**src/design/ucs_pkg.sv**
```systemverilog
// ----------------------------------------------------------------------------
// ucs_pkg
// Shared types and character codes for the URL component splitter.
// ----------------------------------------------------------------------------
package ucs_pkg;

    // Width of every result field on the ports.
    localparam int OUT_W = 11;

    localparam logic [7:0] CH_END      = 8'h00;
    localparam logic [7:0] CH_COLON    = 8'h3A;
    localparam logic [7:0] CH_SLASH    = 8'h2F;
    localparam logic [7:0] CH_AT       = 8'h40;
    localparam logic [7:0] CH_QUESTION = 8'h3F;

    typedef enum logic [1:0] {
        PH_SEARCH,
        PH_AFTER,
        PH_HOST,
        PH_PATH
    } t_phase;

endpackage

```
**src/design/url_component_splitter.sv**
```systemverilog
// ----------------------------------------------------------------------------
// url_component_splitter
// Splits a URL that arrives one character per item into the offsets and
// lengths of user, password, host, port, path and query.
// ----------------------------------------------------------------------------
// Result: registered; it appears in the cycle after the terminating zero is taken.
// Throughput: one character per cycle; the parse state and the result
// register are updated in the same cycle, so ready only drops while a
// result is held and the output side stalls.
// Reset: synchronous, active low; clears the parse state and the result valid.
module url_component_splitter #(
    parameter int MAX_LEN = 1024
) (
    input  logic                     i_clk,
    input  logic                     i_rst_n,
    input  logic                     i_in_valid,
    output logic                     o_in_ready,
    input  logic [7:0]               i_ch,
    output logic                     o_out_valid,
    input  logic                     i_out_ready,
    output logic [ucs_pkg::OUT_W-1:0] o_user_pos,
    output logic [ucs_pkg::OUT_W-1:0] o_user_len,
    output logic [ucs_pkg::OUT_W-1:0] o_password_pos,
    output logic [ucs_pkg::OUT_W-1:0] o_password_len,
    output logic [ucs_pkg::OUT_W-1:0] o_host_pos,
    output logic [ucs_pkg::OUT_W-1:0] o_host_len,
    output logic [ucs_pkg::OUT_W-1:0] o_port_pos,
    output logic [ucs_pkg::OUT_W-1:0] o_port_len,
    output logic [ucs_pkg::OUT_W-1:0] o_path_start,
    output logic [ucs_pkg::OUT_W-1:0] o_path_size,
    output logic [ucs_pkg::OUT_W-1:0] o_query_pos,
    output logic [ucs_pkg::OUT_W-1:0] o_query_len
);

    localparam int PW = $clog2(MAX_LEN + 1);
    localparam logic [PW-1:0] MAX_POS = PW'(MAX_LEN);

    function automatic logic [PW-1:0] span(input logic [PW-1:0] e, input logic [PW-1:0] s);
        return (e > s) ? e - s : '0;
    endfunction

    function automatic logic [PW-1:0] sat_next(input logic [PW-1:0] x);
        return (x < MAX_POS) ? x + PW'(1) : MAX_POS;
    endfunction

    function automatic logic [ucs_pkg::OUT_W-1:0] to_out(input logic [PW-1:0] x);
        return ucs_pkg::OUT_W'(32'(x));
    endfunction

    // Parse state.
    ucs_pkg::t_phase r_phase, n_phase;
    logic [15:0]     r_prev, n_prev;
    logic [PW-1:0]   r_pos, n_pos;
    logic [PW-1:0]   r_qpos, n_qpos;
    logic            r_qseen, n_qseen;
    logic [PW-1:0]   r_upos, n_upos, r_ulen, n_ulen;
    logic [PW-1:0]   r_wpos, n_wpos, r_wlen, n_wlen;
    logic [PW-1:0]   r_hpos, n_hpos, r_hlen, n_hlen;
    logic [PW-1:0]   r_ppos, n_ppos, r_plen, n_plen;
    logic [PW-1:0]   r_tpos, n_tpos;

    // Result register.
    logic            r_out_valid;
    logic [PW-1:0]   r_res [12];
    logic [PW-1:0]   n_res [12];

    logic            in_acc;
    logic            host_phase;
    logic [PW-1:0]   hp_eff;
    logic [PW-1:0]   cl_hlen, cl_plen;
    logic [PW-1:0]   end_tpos, end_qpos, path_end;

    assign o_in_ready = !r_out_valid || i_out_ready;
    assign in_acc     = i_in_valid && o_in_ready;

    // Host part either already open or opened by this character.
    assign host_phase = (r_phase == ucs_pkg::PH_HOST) || (r_phase == ucs_pkg::PH_AFTER);
    assign hp_eff     = (r_phase == ucs_pkg::PH_AFTER) ? r_pos : r_hpos;

    // Closing the open part: the port once a host length exists, else the host.
    assign cl_hlen = (r_hlen != '0) ? r_hlen : span(r_pos, hp_eff);
    assign cl_plen = (r_hlen != '0) ? span(r_pos, r_ppos) : r_plen;

    always_comb begin
        end_tpos = r_tpos;
        case (r_phase)
            ucs_pkg::PH_AFTER,
            ucs_pkg::PH_HOST:   end_tpos = r_pos;
            ucs_pkg::PH_SEARCH: end_tpos = '0;
            default:            end_tpos = r_tpos;
        endcase
    end

    assign path_end = r_qseen ? r_qpos : r_pos;
    assign end_qpos = r_qseen ? sat_next(r_qpos) : '0;

    always_comb begin
        n_phase = r_phase;
        n_prev  = {r_prev[7:0], i_ch};
        n_pos   = sat_next(r_pos);
        n_qpos  = r_qpos;
        n_qseen = r_qseen;
        n_upos  = r_upos;
        n_ulen  = r_ulen;
        n_wpos  = r_wpos;
        n_wlen  = r_wlen;
        n_hpos  = r_hpos;
        n_hlen  = r_hlen;
        n_ppos  = r_ppos;
        n_plen  = r_plen;
        n_tpos  = r_tpos;

        n_res[0]  = r_upos;
        n_res[1]  = r_ulen;
        n_res[2]  = r_wpos;
        n_res[3]  = r_wlen;
        n_res[4]  = host_phase ? hp_eff : r_hpos;
        n_res[5]  = host_phase ? cl_hlen : r_hlen;
        n_res[6]  = r_ppos;
        n_res[7]  = host_phase ? cl_plen : r_plen;
        n_res[8]  = end_tpos;
        n_res[9]  = span(path_end, end_tpos);
        n_res[10] = end_qpos;
        n_res[11] = r_qseen ? span(r_pos, end_qpos) : '0;

        if (i_ch == ucs_pkg::CH_END) begin
            // The URL is complete: clear everything for the next one.
            n_phase = ucs_pkg::PH_SEARCH;
            n_prev  = '0;
            n_pos   = '0;
            n_qpos  = '0;
            n_qseen = 1'b0;
            n_upos  = '0;
            n_ulen  = '0;
            n_wpos  = '0;
            n_wlen  = '0;
            n_hpos  = '0;
            n_hlen  = '0;
            n_ppos  = '0;
            n_plen  = '0;
            n_tpos  = '0;
        end else begin
            case (r_phase)
                ucs_pkg::PH_SEARCH: begin
                    if (i_ch == ucs_pkg::CH_QUESTION && !r_qseen) begin
                        n_qpos  = r_pos;
                        n_qseen = 1'b1;
                    end
                    if (r_prev == {ucs_pkg::CH_COLON, ucs_pkg::CH_SLASH} &&
                        i_ch == ucs_pkg::CH_SLASH) begin
                        // A question mark before the scheme mark is forgotten.
                        n_qpos  = '0;
                        n_qseen = 1'b0;
                        n_phase = ucs_pkg::PH_AFTER;
                    end
                end
                ucs_pkg::PH_AFTER,
                ucs_pkg::PH_HOST: begin
                    if (r_phase == ucs_pkg::PH_AFTER) begin
                        n_hpos  = r_pos;
                        n_phase = ucs_pkg::PH_HOST;
                    end
                    if (r_phase == ucs_pkg::PH_AFTER && i_ch == ucs_pkg::CH_SLASH) begin
                        // A slash right after the scheme mark: no host part.
                        n_hpos  = r_hpos;
                        n_tpos  = r_pos;
                        n_phase = ucs_pkg::PH_PATH;
                    end else if (i_ch == ucs_pkg::CH_COLON) begin
                        n_hlen = span(r_pos, hp_eff);
                        n_ppos = sat_next(r_pos);
                    end else if (i_ch == ucs_pkg::CH_SLASH) begin
                        n_hlen  = cl_hlen;
                        n_plen  = cl_plen;
                        n_tpos  = r_pos;
                        n_phase = ucs_pkg::PH_PATH;
                    end else if (i_ch == ucs_pkg::CH_AT) begin
                        // What was read as host and port becomes user and password.
                        n_upos = hp_eff;
                        n_ulen = cl_hlen;
                        n_wpos = r_ppos;
                        n_wlen = cl_plen;
                        n_hpos = sat_next(r_pos);
                        n_hlen = '0;
                        n_ppos = '0;
                        n_plen = '0;
                    end
                end
                default: begin
                    if (i_ch == ucs_pkg::CH_QUESTION && !r_qseen) begin
                        n_qpos  = r_pos;
                        n_qseen = 1'b1;
                    end
                end
            endcase
        end
    end

    always_ff @(posedge i_clk) begin
        if (!i_rst_n) begin
            r_phase     <= ucs_pkg::PH_SEARCH;
            r_prev      <= '0;
            r_pos       <= '0;
            r_qpos      <= '0;
            r_qseen     <= 1'b0;
            r_upos      <= '0;
            r_ulen      <= '0;
            r_wpos      <= '0;
            r_wlen      <= '0;
            r_hpos      <= '0;
            r_hlen      <= '0;
            r_ppos      <= '0;
            r_plen      <= '0;
            r_tpos      <= '0;
            r_out_valid <= 1'b0;
        end else begin
            if (in_acc) begin
                r_phase <= n_phase;
                r_prev  <= n_prev;
                r_pos   <= n_pos;
                r_qpos  <= n_qpos;
                r_qseen <= n_qseen;
                r_upos  <= n_upos;
                r_ulen  <= n_ulen;
                r_wpos  <= n_wpos;
                r_wlen  <= n_wlen;
                r_hpos  <= n_hpos;
                r_hlen  <= n_hlen;
                r_ppos  <= n_ppos;
                r_plen  <= n_plen;
                r_tpos  <= n_tpos;
            end
            if (in_acc && i_ch == ucs_pkg::CH_END) begin
                r_out_valid <= 1'b1;
            end else if (i_out_ready) begin
                r_out_valid <= 1'b0;
            end
        end
    end

    always_ff @(posedge i_clk) begin
        if (in_acc && i_ch == ucs_pkg::CH_END) begin
            r_res <= n_res;
        end
    end

    assign o_out_valid    = r_out_valid;
    assign o_user_pos     = to_out(r_res[0]);
    assign o_user_len     = to_out(r_res[1]);
    assign o_password_pos = to_out(r_res[2]);
    assign o_password_len = to_out(r_res[3]);
    assign o_host_pos     = to_out(r_res[4]);
    assign o_host_len     = to_out(r_res[5]);
    assign o_port_pos     = to_out(r_res[6]);
    assign o_port_len     = to_out(r_res[7]);
    assign o_path_start   = to_out(r_res[8]);
    assign o_path_size    = to_out(r_res[9]);
    assign o_query_pos    = to_out(r_res[10]);
    assign o_query_len    = to_out(r_res[11]);

endmodule

```
**config.mk**
```make
export PLATFORM = sky130hd
export DESIGN_NAME = url_component_splitter
export DESIGN_NICKNAME = d
export VERILOG_FILES = /design/src/design/ucs_pkg.sv /design/src/design/url_component_splitter.sv
export SDC_FILE = /design/constraint.sdc
export NUM_CORES = 1
export LEC_CHECK = 0
export ABC_AREA = 1
export ABC_CLOCK_PERIOD_IN_PS = 7600
export BUFFER_PORTS_ARGS = -buffer_cell sky130_fd_sc_hd__buf_2
export CORE_ASPECT_RATIO = 0.6
export CORE_MARGIN = 3
export CORE_UTILIZATION = 30
export CTS_BUF_LIST = sky130_fd_sc_hd__clkbuf_4 sky130_fd_sc_hd__clkbuf_8
export DETAILED_ROUTE_END_ITERATION = 8
export PLACE_DENSITY = 0.52
export SLEW_MARGIN = 20
export SYNTH_ARGS = -nofsm -noshare
export SYNTH_HDL_FRONTEND = slang
export SYNTH_SLANG_ARGS = --single-unit
```
**constraint.sdc**
```tcl
create_clock -name i_clk -period 7.6 [get_ports i_clk]
set_clock_uncertainty 0.15 [all_clocks]
set_input_delay 1.14 -clock i_clk [delete_from_list [all_inputs] [get_ports i_clk]]
set_output_delay 1.14 -clock i_clk [all_outputs]
set_load 0.02 [all_outputs]
```
Word level (Yosys, flattened, before mapping):

Index checks and enable logic that the tools add are counted.
W data, S select, Z words.

* register bits after elaboration: 273
* latch bits: 0
* bits in writable memories: 0
* memory bits (read-only): 0
* input bits: 12
* output and inout port bits: 134
* word-level logic and storage cells: 166
* memories kept: 0

* add/subtract/negate cells: 6
* multipliers: 0
* divide/modulo/power cells: 0
* order comparisons: 6
* equal/unequal tests: 14
* shifts and indexed selects: 0
* multiplexer cells: 83
* bitwise gates (word level): 0
* reductions and logical operators: 30

Operators with widths (count)
* $mux W11: 67
* $gt A11 B11 Y1: 4
* $pmux W11 S2: 2
* $sub A11 B11 Y11: 4
* $eq A8 B6 Y1 const B: 3
* $add A11 B1 Y11 const B: 2
* $lt A11 B11 Y1 const B: 2
* $eq A16 B14 Y1 const B: 1
* $mux W16: 1
* $mux W2: 6
* $reduce_bool A3 Y1: 4
* $reduce_bool A11 Y1: 1
* $reduce_and A5 Y1: 2
* $eq A8 B7 Y1 const B: 1
* $logic_not A8 Y1: 1
* $reduce_and A4 Y1: 2
* $ne A2 B1 Y1 const B: 3
* $reduce_and A3 Y1: 2
* $reduce_and A6 Y1: 1
* $reduce_bool A2 Y1: 3
* $logic_and A1 B1 Y1: 5
* $mux W1: 5
* $pmux W2 S2: 1
* $reduce_and A2 Y1: 2
* other kinds (12): 14

Logic depth before layout (Yosys ltp):

Gate-level depths: netlist of the first run.

* depth after elaboration: 11
* gate-level depth with buffers: 22
* depth with buffers taken out: 20

Worst setup path before layout of the first run:

OpenSTA, ideal clock, no wires.

* path type: input to register
* from: input port i_out_ready
* to: register r_pos[10]
* data arrival time: 7314 ps
* setup slack: -317 ps
* cell stages on the path: 5
* cells stage by stage: inv_1 > nand2_1 > nand2_1 > nor2_1 > a2111oi_0

* word-level cells in the longest chain between the ends: 2

RTL lines
* start, declared: RTL line url_component_splitter.sv:20 `input logic i_out_ready,`
* $logic_or A1 B1 Y1: RTL line url_component_splitter.sv:73 `assign o_in_ready = !r_out_valid || i_out_ready;`
* via o_in_ready: RTL line url_component_splitter.sv:17 `output logic o_in_ready,`
* $logic_and A1 B1 Y1: RTL line url_component_splitter.sv:74 `assign in_acc = i_in_valid && o_in_ready;`
* end signal, assigned: RTL line url_component_splitter.sv:219 `r_pos <= n_pos;`
* end, declared: RTL line url_component_splitter.sv:53 `logic [PW-1:0] r_pos, n_pos;`

The timed path passes the listed nets, and every way through them passes these cells.
A chain may end at the register's enable or synchronous reset.

Worst setup path after layout of the first run:

* from: register r_phase[0]
* to: register r_res (netlist bit o_path_size[9]) (data pin)

* word-level cells in the longest chain between the ends: 4

RTL lines
* start, declared: RTL line url_component_splitter.sv:51 `ucs_pkg::t_phase r_phase, n_phase;`
* start signal, assigned: RTL line url_component_splitter.sv:200 `r_phase <= ucs_pkg::PH_SEARCH;`
* start signal, assigned: RTL line url_component_splitter.sv:217 `r_phase <= n_phase;`
* $eq A2 B2 Y1 or $eq A2 B1 Y1 (tied branches): RTL line url_component_splitter.sv:86 `case (r_phase)`
* $reduce_or A2 Y1: RTL line url_component_splitter.sv:86
* $pmux W11 S2 (*): RTL line url_component_splitter.sv:86
* $sub A11 B11 Y11 or $gt A11 B11 Y1 (tied branches): RTL line url_component_splitter.sv:39 `return (e > s) ? e - s : '0;`
* end signal, assigned: RTL line url_component_splitter.sv:242 `r_res <= n_res;`
* end, declared: RTL line url_component_splitter.sv:64 `logic [PW-1:0] r_res [12];`

Mark *: on every way between the ends. The rest lies on a longest branch, timed or not.

==> flow_summary.json, run 1 <==
{
  "pwr-share-seq_pct": 48.3,
  "via_count": 11500,
  "dp_hpwl_um": 30200,
  "cts.repair.resized": 0,
  "hold_ws_ns": 0.271,
  "yosysTopAreaCellShare_pct": 29.5,
  "firstDrtPassIters": 5,
  "power.total_mw": 3.20,
  "antenna_cells": 0,
  "fin_setup_tns_ns": 0,
  "die-area_um2": 47500,
  "post_dp_cell_area_um2": 14800,
  "crit_path_start": "r_phase[0]$_SDFFE_PN0P_",
  "status": "completed",
  "critPathKind": "reg2reg",
  "finalWorstSetupSlack_ns": 2.99,
  "drtIter0Drc": 1029,
  "route.detailed.drc": 0,
  "ys.flop_type": "sky130_fd_sc_hd__dfxtp_1",
  "finish.utilization_pct": 36.0,
  "setup-violations-final": 0,
  "largest_area_contributor_in_the_netlist": "sky130_fd_sc_hd__edfxtp_1",
  "design.final.nets": 1821,
  "core_area_um2": 43800,
  "critPathRequiredTime_ns": 7.75,
  "cell_internal_pwr_mw": 2.36,
  "crit-reg2reg-launch": "r_phase[0]$_SDFFE_PN0P_",
  "worst_setup_timing_slack_at_the_placement_stage_ns": 3.00,
  "dp_cells": 2294,
  "netlist_top_cells_area": "sky130_fd_sc_hd__edfxtp_1, sky130_fd_sc_hd__dfxtp_1, sky130_fd_sc_hd__nand2_1",
  "grt_setup_unrepaired": "false",
  "critPathLaunchType": "flop",
  "fin_crit_ns": 4.61,
  "hold_buffers": 0,
  "clk_root_buffer_cell": "sky130_fd_sc_hd__clkbuf_8",
  "clk_pin_slew_worst_paths_ns": 0.06,
  "grt_antenna_before_repair": 0,
  "finalNonFillerCells": 2379,
  "placement.io_buffers": 145,
  "grt_pass1_wl_um": 63900,
  "drive_gt1_share_pct": 17.4,
  "timing_hold_violations_final": 0,
  "comb_power_share_pct": 8.6,
  "registers.top_by_ff_count": "r_prev",
  "power_per_cell_area_nw_per_um2": 203,
  "synth_enable_flop_cells": 132,
  "power.clock.fraction_pct": 43.1,
  "synth.cell_area_um2": 13500,
  "wirelength_um": 41300,
  "die_w_um": 279,
  "fmax_mhz": 217,
  "crit_path_max_fanout": 34,
  "tritoncts": "built",
  "synth-seq-area-share_pct": 50.4,
  "gpl.final_weighted_congestion": 0.892,
  "maxCapViolations": 0,
  "worstRegToRegCells": 17,
  "reg2reg_to": "o_path_size[9]$_SDFFCE_PP0P_",
  "fin_crit_sh_pct": 60.7,
  "synthesis.instances": 1620,
  "mappedNetlistNets": 1678,
  "cts.path.max_buffers": 3,
  "fill_cells": 4587,
  "crit_path_end_kind": "flop",
  "stdcell_area_um2": 15800,
  "grt_use_total_pct": 17.1,
  "cp-endpoint": "o_path_size[9]$_SDFFCE_PP0P_",
  "r2r_setup_slack_ns": 2.99,
  "p_switching_mw": 0.839,
  "htree_num_levels": 2,
  "tritoncts.num_buffers": 45,
  "worstHoldPathType": "reg2reg",
  "finalMaxSlewViolations": 0,
  "cts.sink_count": 273,
  "clock_insertion_delay_worst_skew_ns": 0.60,
  "synth.yosys.warnings": 0,
  "max_slew.worst_pin.slew_ns": 1.09,
  "initial_core_util_pct": 30.7,
  "placementRows": 59,
  "irDropWorstVdd_mv": 0.0887,
  "top_level_ports": 146,
  "largest_register_ffs": 16,
  "grt-ovfl-total": 0,
  "avg_cell_area_syn_um2": 8.31,
  "grt_start_max_net_pins": 72,
  "critPathArrivalTime_ns": 4.76,
  "dr_wl_cell_um": 17.4,
  "die_height_um": 170,
  "postRouteAntennaNets": 0,
  "postSynthRegisterBits": 273,
  "areaGrowthSynthToFinish_pct": 17.1,
  "vias_in_the_first_global_route": 11000,
  "number_of_distinct_library_cell_variants_in_the_gate_level_netlist_after_synthesis": 56,
  "timing.slew.headroom_pct": 26.7,
  "asyncSetResetFlopFracSynth_pct": 0,
  "power.static_leakage_nw": 6.62,
  "postCtsSetupBuffers": 0,
  "netSwitchingFraction_pct": 26.2,
  "via_per_inst": 4.82
}
==> power by group through the flow <==
stage | sequential, mW | clock [mW] | combinational (mW)
floorplan | 1.58 | 0 | 0.205
finish | 1.55 | 1.38 | 0.275
global placement | 1.58 | 0 | 0.268
detailed placement | 1.58 | 0 | 0.269
CTS | 1.54 | 1.42 | 0.271
global route | 1.54 | 1.48 | 0.305
==> kinds of logic (layout without fill, tap and decap cells) <==
| group | count (synthesis) | in the layout | synth area share, % |
|---|---|---|---|
| AO/OA/AOI/OAI | 331 | 331 | 13.8 |
| XOR/XNOR | 18 | 18 | 1.17 |
| adder cells (fa/ha/maj) | 46 | 46 | 4.44 |
| buffers and inverters | 261 | 441 | 7.71 |
| flip-flops | 273 | 273 | 50.4 |
| AND/OR/NAND/NOR | 691 | 691 | 22.4 |
==> worst min path at each step <==
stage / start / endpoint / slack (ns) / cells after the start
5_1_grt: r_wlen[6]$_SDFFE_PN0P_ / o_password_len[6]$_DFFE_PP_ / 0.28 / 0
3_5_place_dp: r_wlen[8]$_SDFFE_PN0P_ / o_password_len[8]$_DFFE_PP_ / 0.26 / 0
3_3_place_gp: r_wpos[10]$_SDFFE_PN0P_ / o_password_pos[10]$_DFFE_PP_ / 0.26 / 0
6_report: r_upos[10]$_SDFFE_PN0P_ / o_user_pos[10]$_DFFE_PP_ / 0.27 / 0
4_1_cts: r_upos[10]$_SDFFE_PN0P_ / o_user_pos[10]$_DFFE_PP_ / 0.27 / 0
2_1_floorplan: r_upos[10]$_SDFFE_PN0P_ / o_user_pos[10]$_DFFE_PP_ / 0.26 / 0
==> worst max-delay path, cell delays in order (launching register included) <==
cell	delay (ns)
sky130_fd_sc_hd__dfxtp_1	0.37
sky130_fd_sc_hd__inv_1	0.07
sky130_fd_sc_hd__ha_1	0.28
sky130_fd_sc_hd__buf_4	0.34
sky130_fd_sc_hd__clkinv_1	0.20
sky130_fd_sc_hd__buf_4	0.28
sky130_fd_sc_hd__nor2_1	0.56
sky130_fd_sc_hd__a21boi_0	0.26
sky130_fd_sc_hd__ha_1	0.41
sky130_fd_sc_hd__a21o_1	0.19
sky130_fd_sc_hd__a31oi_1	0.28
sky130_fd_sc_hd__o21ai_0	0.20
sky130_fd_sc_hd__a31oi_1	0.22
sky130_fd_sc_hd__nor2_1	0.08
sky130_fd_sc_hd__o21ai_0	0.21
sky130_fd_sc_hd__nand2_1	0.07
sky130_fd_sc_hd__nand2_1	0.06
sky130_fd_sc_hd__a21oi_1	0.05
==> cell usage after synthesis (17+ instances only) <==
| cell type | n |
|---|---|
| sky130_fd_sc_hd__a21oi_1 | 175 |
| sky130_fd_sc_hd__buf_2 | 17 |
| sky130_fd_sc_hd__clkbuf_1 | 45 |
| sky130_fd_sc_hd__dfxtp_1 | 141 |
| sky130_fd_sc_hd__edfxtp_1 | 132 |
| sky130_fd_sc_hd__ha_1 | 43 |
| sky130_fd_sc_hd__inv_1 | 180 |
| sky130_fd_sc_hd__nand2_1 | 431 |
| sky130_fd_sc_hd__nand3_1 | 67 |
| sky130_fd_sc_hd__nor2_1 | 94 |
| sky130_fd_sc_hd__nor3_1 | 24 |
| sky130_fd_sc_hd__o21ai_0 | 73 |
==> placed cells by master, fill, tap and decap left out, types with 55 or more instances in the layout <==
master	instances
sky130_fd_sc_hd__nand3_1	67
sky130_fd_sc_hd__a21oi_1	174
sky130_fd_sc_hd__nand2_1	431
sky130_fd_sc_hd__clkbuf_8	55
sky130_fd_sc_hd__buf_2	145
sky130_fd_sc_hd__inv_1	179
sky130_fd_sc_hd__o21ai_0	72
sky130_fd_sc_hd__dfxtp_1	141
sky130_fd_sc_hd__nor2_1	93
sky130_fd_sc_hd__edfxtp_1	132
==> cell type report <==
| type | count | area, um2 | share of cell area (%) |
|---|---|---|---|
| Clock buffer | 66 | 840 | 5.33 |
| Clock inverter | 18 | 123 | 0.778 |
| Inverter | 192 | 722 | 4.58 |
| Multi-Input combinational cell | 1086 | 5680 | 36.1 |
| Sequential cell | 273 | 6790 | 43.1 |
| Tap cell | 579 | 724 | 4.60 |
| Timing Repair Buffer | 165 | 880 | 5.58 |
==> routing by layer <==
metal  global-route usage (%)  vias to the layer above  share of wire, %
met5                        0                        -                 0
met4                     4.13                        0               1.7
met3                     3.83                       60               7.7
met2                     23.7                      385                39
met1                     26.7                     5340                52
li1                         -                     5691                 -
Note: power is estimated with default switching activity, not from simulation.
==> run 2: changes to the inputs <==
Settings changed: ABC_CLOCK_PERIOD_IN_PS 7600 to 3920.
Clock period 7.6 ns to 3.92 ns, I/O delays scaled along.
==> run 2 against run 1 <==
Against the previous run:
- final cell count is 0.67% higher
- non-clock buffer count up 18
- register-to-register slack got worse by 2.6 ns
- cell area is 0.95% higher
- flip-flop and latch count stayed put
- clock-buffer cell count down 5
- clock power up 99%
- sequential share of layout area decreased by 0.40 points
- utilization increased by 0.34 points
- first-iteration DRC count decreased by 2.8%
- critical path type unchanged
- critical endpoint is now r_hlen[1]$_SDFFE_PN0P_
- largest cell class unchanged
- largest power group unchanged
==> flow_summary.json, run 2 (synthesized netlist as in run 1, its figures left out) <==
{
  "status": "completed",
  "critPathLaunchType": "flop",
  "finalMaxSlewViolations": 0,
  "postRouteAntennaNets": 0,
  "highest-signal-layer": "met4",
  "design.final.nets": 1838,
  "gpl.final_weighted_congestion": 0.913,
  "power.clock.fraction_pct": 43.6,
  "power_per_cell_area_nw_per_um2": 395,
  "clk_root_buffer_cell": "sky130_fd_sc_hd__clkbuf_8",
  "crit-reg2reg-launch": "r_phase[1]$_SDFFE_PN0P_",
  "die_w_um": 279,
  "pwr-share-seq_pct": 47.8,
  "crit_path_max_fanout": 14,
  "grt-ovfl-total": 0,
  "multiInputGateArea_um2": 5660,
  "reg2reg_to": "r_hlen[1]$_SDFFE_PN0P_",
  "worst_path_largest_cell_delay_ns": 0.39,
  "placementRows": 59,
  "critPathRequiredTime_ns": 4.28,
  "die-area_um2": 47500,
  "dp_hpwl_um": 31000,
  "maxCapViolations": 0,
  "postCtsSetupBuffers": 0,
  "r2r_setup_slack_ns": 0.40,
  "max_slew.worst_pin.slew_ns": 1.01,
  "grt_antenna_before_repair": 0,
  "wirelength_um": 42400,
  "netSwitchingFraction_pct": 26.3,
  "cts.path.max_buffers": 3,
  "met3_wirelength_um": 3200,
  "p_switching_mw": 1.65,
  "drtIter0Drc": 1000,
  "worstRegToRegCells": 17,
  "clk_pin_slew_worst_paths_ns": 0.07,
  "crit_slowest_cell": "sky130_fd_sc_hd__o21ai_0",
  "htree_num_levels": 2,
  "worstHoldPathType": "in2reg",
  "fin_crit_sh_pct": 89.9,
  "fin_setup_tns_ns": 0,
  "clock_insertion_delay_worst_skew_ns": 0.60,
  "route.layer.met1.wl_um": 21600,
  "cell_internal_pwr_mw": 4.63,
  "grt_pass1_wl_um": 64700,
  "grt_use_total_pct": 17.5,
  "grt_setup_unrepaired": "false",
  "critPathKind": "reg2reg",
  "irDropWorstVdd_mv": 0.180,
  "dr_wl_cell_um": 17.7,
  "antenna_cells": 0,
  "finalNonFillerCells": 2395,
  "crit_path_end_kind": "flop",
  "timing.slew.headroom_pct": 32.6,
  "drive_gt1_share_pct": 18.4,
  "registers.top_by_ff_count": "r_prev",
  "hold_ws_ns": 0.135,
  "most_frequent_cells_in_the_layout": "sky130_fd_sc_hd__nand2_1, sky130_fd_sc_hd__inv_1, sky130_fd_sc_hd__a21oi_1, sky130_fd_sc_hd__buf_2, sky130_fd_sc_hd__dfxtp_1",
  "vias_in_the_first_global_route": 11000,
  "areaGrowthSynthToFinish_pct": 18.2,
  "die_height_um": 170,
  "core_area_um2": 43800,
  "grt_start_max_net_pins": 52,
  "fin_crit_ns": 3.52,
  "via_per_inst": 4.83,
  "largest_register_ffs": 16,
  "tritoncts": "built",
  "cts.sink_count": 273,
  "most_frequent_standard_cell_in_the_layout_excluding_fill_and_tap_cells": "sky130_fd_sc_hd__nand2_1",
  "whs_path_depth": 3,
  "initial_core_util_pct": 30.7,
  "hold_path.startpoint": "i_ch[7]",
  "top_level_ports": 146,
  "worst_path_cell_chain": "inv_1 -> ha_2 -> o21ai_0 -> inv_1 -> ha_1 -> nand3_2 -> nor2_2 -> nand3_2 -> nor2_4 -> nor2_2 -> nor2_4 -> nand2_1 -> nand2_1 -> nand3_1 -> o21ai_0 -> nand2_1 -> a21oi_1",
  "most_frequent_cell_on_critical_path": "sky130_fd_sc_hd__nand2_1",
  "setup-violations-final": 0,
  "route.detailed.drc": 0,
  "tritoncts.num_buffers": 44,
  "dp_cells": 2313,
  "fill_cells": 4544,
  "timing.hold.worst_endpoint": "r_prev[7]$_SDFFE_PN0P_",
  "timing_hold_violations_final": 0,
  "placement.io_buffers": 145,
  "via_count": 11600,
  "ff_latch_area_um2": 6790,
  "comb_power_share_pct": 8.6,
  "met2RoutedLength_um": 17000,
  "power.static_leakage_nw": 6.70,
  "fmax_mhz": 284,
  "critPathArrivalTime_ns": 3.89,
  "firstDrtPassIters": 5
}
-- run 2: cell count changes in the layout (fill, tap and decap cells not counted), sizes merged --
cell / change
clkinvlp: +2
clkinv: -1
bufinv: +2
clkbuf: -5
buf: +18
-- run 2: power by group through the flow --
stage	clock (mW)	combinational (mW)	sequential [mW]
final	2.74	0.542	3.00
after floorplan	0	0.398	3.05
after global routing	2.94	0.594	3.00
after detailed placement	0	0.533	3.06
after CTS	2.82	0.535	3.00
after global placement	0	0.531	3.06
-- run 2: repair_timing --
item	CTS	global route
hold buffers	0	0
resized for setup	0	2
setup endpoints to repair	0	7
-- run 2: metal layers --
metal	vias up	track usage, %
li1	5742	-
met1	5370	26.7
met2	398	25.0
met3	56	4.04
met4	0	3.31
met5	-	0
-- run 2: worst max-delay path by stage --
stage / start / endpoint / slack [ns] / depth (start not counted)
final: r_phase[1]$_SDFFE_PN0P_ / r_hlen[1]$_SDFFE_PN0P_ / 0.40 / 17
after global routing: r_phase[1]$_SDFFE_PN0P_ / r_hlen[1]$_SDFFE_PN0P_ / 0.09 / 17
after CTS: r_phase[1]$_SDFFE_PN0P_ / o_host_len[1]$_DFFE_PP_ / 0.27 / 13
after detailed placement: r_phase[1]$_SDFFE_PN0P_ / r_hlen[1]$_SDFFE_PN0P_ / 0.33 / 17
after global placement: r_phase[1]$_SDFFE_PN0P_ / o_host_len[1]$_DFFE_PP_ / 0.33 / 13
after floorplan: i_out_ready / o_host_len[0]$_DFFE_PP_ / 0.31 / 4
-- run 2: metrics by stage --
stage | utilization [%] | area [um2] | total power, mW | worst slack [ns]
global route | 36.3 | 15900 | 6.53 | 0.0874
global placement | 34.1 | 14900 | 3.59 | 0.329
finish | 36.3 | 15900 | 6.28 | 0.395
detailed placement | 34.1 | 14900 | 3.59 | 0.326
CTS | 36.3 | 15900 | 6.35 | 0.266
floorplan | - | 13500 | 3.45 | 0.309
-- run 2: critical path, delay by kind of cell, from the launching register on --
kind | cells | cell delay, ns
simple gates | 10 | 1.42
fa+ha+maj | 2 | 0.67
compound gates | 3 | 0.62
flops | 1 | 0.35
buf+inv | 2 | 0.25
-- run 2: area by class of cell --
cell class	count	area share [%]
clock buffers	61	4.89
clock inverters	21	1.25
inverters	192	4.54
multi-input cells	1086	35.6
flip-flops and latches	273	42.7
well taps	579	4.55
repair buffers	183	6.51
==> run 3: changes to the inputs <==
Settings changed: BUFFER_PORTS_ARGS -buffer_cell sky130_fd_sc_hd__buf_2 to default, DONT_BUFFER_PORTS from default to 1, PLACE_DENSITY 0.52 to 0.49.
==> run 3 against run 2 <==
Against the previous run:
- fmax down 2.5%
- worst setup slack got worse by 0.089 ns
- via count shrank 4.2%
- die area unchanged
- sequential share of layout area grew 2.1 points
- final cell count decreased by 6.0%
- utilization shrank 1.7 points
- combinational power shrank 2%
- wire length shrank 0.69%
==> flow_summary.json, run 3 (synthesized netlist as in run 1, its figures left out) <==
{
  "crit_path_end_kind": "flop",
  "fin_setup_tns_ns": 0,
  "hold_ws_ns": 0.0488,
  "grt_antenna_before_repair": 0,
  "cts.path.max_buffers": 3,
  "irDropWorstVdd_mv": 0.200,
  "initial_core_util_pct": 30.7,
  "critPathRequiredTime_ns": 4.08,
  "clk_pin_slew_worst_paths_ns": 0.07,
  "drive_gt1_share_pct": 10.8,
  "fin_crit_sh_pct": 92.2,
  "critPathLaunchType": "flop",
  "design.final.nets": 1694,
  "drtIter0Drc": 1057,
  "fmax_mhz": 277,
  "fin_crit_ns": 3.61,
  "die_height_um": 170,
  "die-area_um2": 47500,
  "dp_hpwl_um": 30100,
  "clk_root_buffer_cell": "sky130_fd_sc_hd__clkbuf_8",
  "critPathKind": "reg2reg",
  "timing.hold.worst_endpoint": "r_prev[1]$_SDFFE_PN0P_",
  "power.static_leakage_nw": 6.04,
  "timing_hold_violations_final": 0,
  "fill_cells": 4544,
  "largest_register_ffs": 16,
  "dr_wl_cell_um": 18.7,
  "reg2reg_to": "o_host_len[2]$_DFFE_PP_",
  "critPathArrivalTime_ns": 3.77,
  "grt-ovfl-total": 0,
  "worstHoldPathType": "in2reg",
  "grt_pass1_wl_um": 63700,
  "placementRows": 59,
  "tritoncts": "built",
  "registers.top_by_ff_count": "r_prev",
  "r2r_setup_slack_ns": 0.31,
  "crit-reg2reg-launch": "r_phase[1]$_SDFFE_PN0P_",
  "highest-signal-layer": "met4",
  "die_w_um": 279,
  "max_slew.worst_pin.slew_ns": 1.02,
  "antenna_cells": 0,
  "status": "completed",
  "hold_path.startpoint": "i_ch[1]",
  "gpl.final_weighted_congestion": 0.893,
  "most_frequent_standard_cell_in_the_layout_excluding_fill_and_tap_cells": "sky130_fd_sc_hd__nand2_1",
  "via_per_inst": 4.92,
  "whs_path_depth": 2,
  "worstRegToRegCells": 12,
  "crit_path_max_fanout": 11,
  "power_per_cell_area_nw_per_um2": 411,
  "top_level_ports": 146,
  "clock_insertion_delay_worst_skew_ns": 0.59,
  "setup-violations-final": 0,
  "grt_setup_unrepaired": "false",
  "most_frequent_cells_in_the_layout": "sky130_fd_sc_hd__nand2_1, sky130_fd_sc_hd__inv_1, sky130_fd_sc_hd__a21oi_1, sky130_fd_sc_hd__dfxtp_1, sky130_fd_sc_hd__edfxtp_1",
  "met3_wirelength_um": 2950,
  "route.detailed.drc": 0,
  "tritoncts.num_buffers": 44,
  "htree_num_levels": 2,
  "worst_path_largest_cell_delay_ns": 0.49,
  "finalMaxSlewViolations": 0,
  "wirelength_um": 42100,
  "grt_start_max_net_pins": 119,
  "core_area_um2": 43800,
  "vias_in_the_first_global_route": 10400,
  "placement.io_buffers": 0,
  "maxCapViolations": 0,
  "postRouteAntennaNets": 0,
  "route.layer.met1.wl_um": 21600,
  "crit_slowest_cell": "sky130_fd_sc_hd__ha_1",
  "via_count": 11100,
  "met2RoutedLength_um": 16700,
  "grt_use_total_pct": 17.4,
  "timing.slew.headroom_pct": 32.0,
  "worst_path_cell_chain": "inv_1 -> ha_1 -> o21ai_0 -> ha_1 -> nand2_1 -> nor2_2 -> nand3_2 -> nor2_4 -> nor2_2 -> nor2_4 -> nand2_4 -> o31ai_1",
  "cts.sink_count": 273,
  "areaGrowthSynthToFinish_pct": 12.7,
  "firstDrtPassIters": 5
}
## run 3: cell count changes in the layout (fill, tap and decap cells not counted), moves of 2 or more
cell and delta:
sky130_fd_sc_hd__clkinv_1 +5, sky130_fd_sc_hd__buf_2 -145, sky130_fd_sc_hd__buf_4 -2, sky130_fd_sc_hd__dlygate4sd3_1 +3, sky130_fd_sc_hd__clkinvlp_4 -4, sky130_fd_sc_hd__clkinv_2 -5, sky130_fd_sc_hd__clkbuf_4 +4
## run 3: power breakdown
part | switching, mW | leakage [nW] | internal (mW)
registers | 0.0168 | 2.51 | 2.98
clock network | 1.19 | 0.509 | 1.51
logic | 0.389 | 3.02 | 0.143
## run 3: worst max-delay path: cells and delay by family (launching register included)
kind                       cells  cell delay, ns
DFF                            1            0.32
buffers and inverters          1            0.09
AOI/OAI and AO/OA              2            0.75
and+or+nand+nor                7            1.06
adders and majority gates      2            0.98
## run 3: how the worst max path moves through the flow
stage,startpoint,to,slack [ns],cells after the start
2_1_floorplan,i_out_ready,o_host_len[0]$_DFFE_PP_,0.31,4
3_5_place_dp,r_phase[1]$_SDFFE_PN0P_,o_host_len[2]$_DFFE_PP_,0.38,13
4_1_cts,r_phase[1]$_SDFFE_PN0P_,o_host_len[2]$_DFFE_PP_,0.30,13
5_1_grt,r_phase[0]$_SDFFE_PN0P_,o_path_size[3]$_SDFFCE_PP0P_,0.06,11
6_report,r_phase[1]$_SDFFE_PN0P_,o_host_len[2]$_DFFE_PP_,0.31,12
3_3_place_gp,r_phase[1]$_SDFFE_PN0P_,o_host_len[2]$_DFFE_PP_,0.33,13
## run 3: layout make-up
type	instances	area [um2]	area share [%]
Clock buffer	64	793	5.23
Clock inverter	18	164	1.08
Inverter	192	722	4.76
Multi-Input combinational cell	1086	5650	37.3
Sequential cell	273	6790	44.7
Tap cell	579	724	4.78
Timing Repair Buffer	39	325	2.14
## run 3: routing by layer
layer / vias to the layer above / track usage [%]
met2: 356 / 24.0
met5: - / 0
met1: 5228 / 26.8
li1: 5435 / -
met3: 60 / 4.29
met4: 0 / 3.92
## run 3: what timing repair did
| action | in CTS | in global routing |
|---|---|---|
| hold buffers | 3 | 0 |
| buffers inserted | 0 | 0 |
| endpoints found under the setup margin | 0 | 2 |
| resized for setup | 0 | 1 |
| hold endpoints to repair | 12 | 0 |
## run 3: metrics by stage
step	cell area (um2)	instances	setup WS, ns	power [mW]	util, %
2_1_floorplan	13500	1620	0.309	3.45	-
3_3_place_gp	14200	2166	0.332	3.59	32.4
3_5_place_dp	14200	2166	0.383	3.58	32.4
4_1_cts	15200	2251	0.297	6.34	34.7
5_1_grt	15200	2251	0.0583	6.54	34.7
6_report	15200	2251	0.307	6.23	34.7
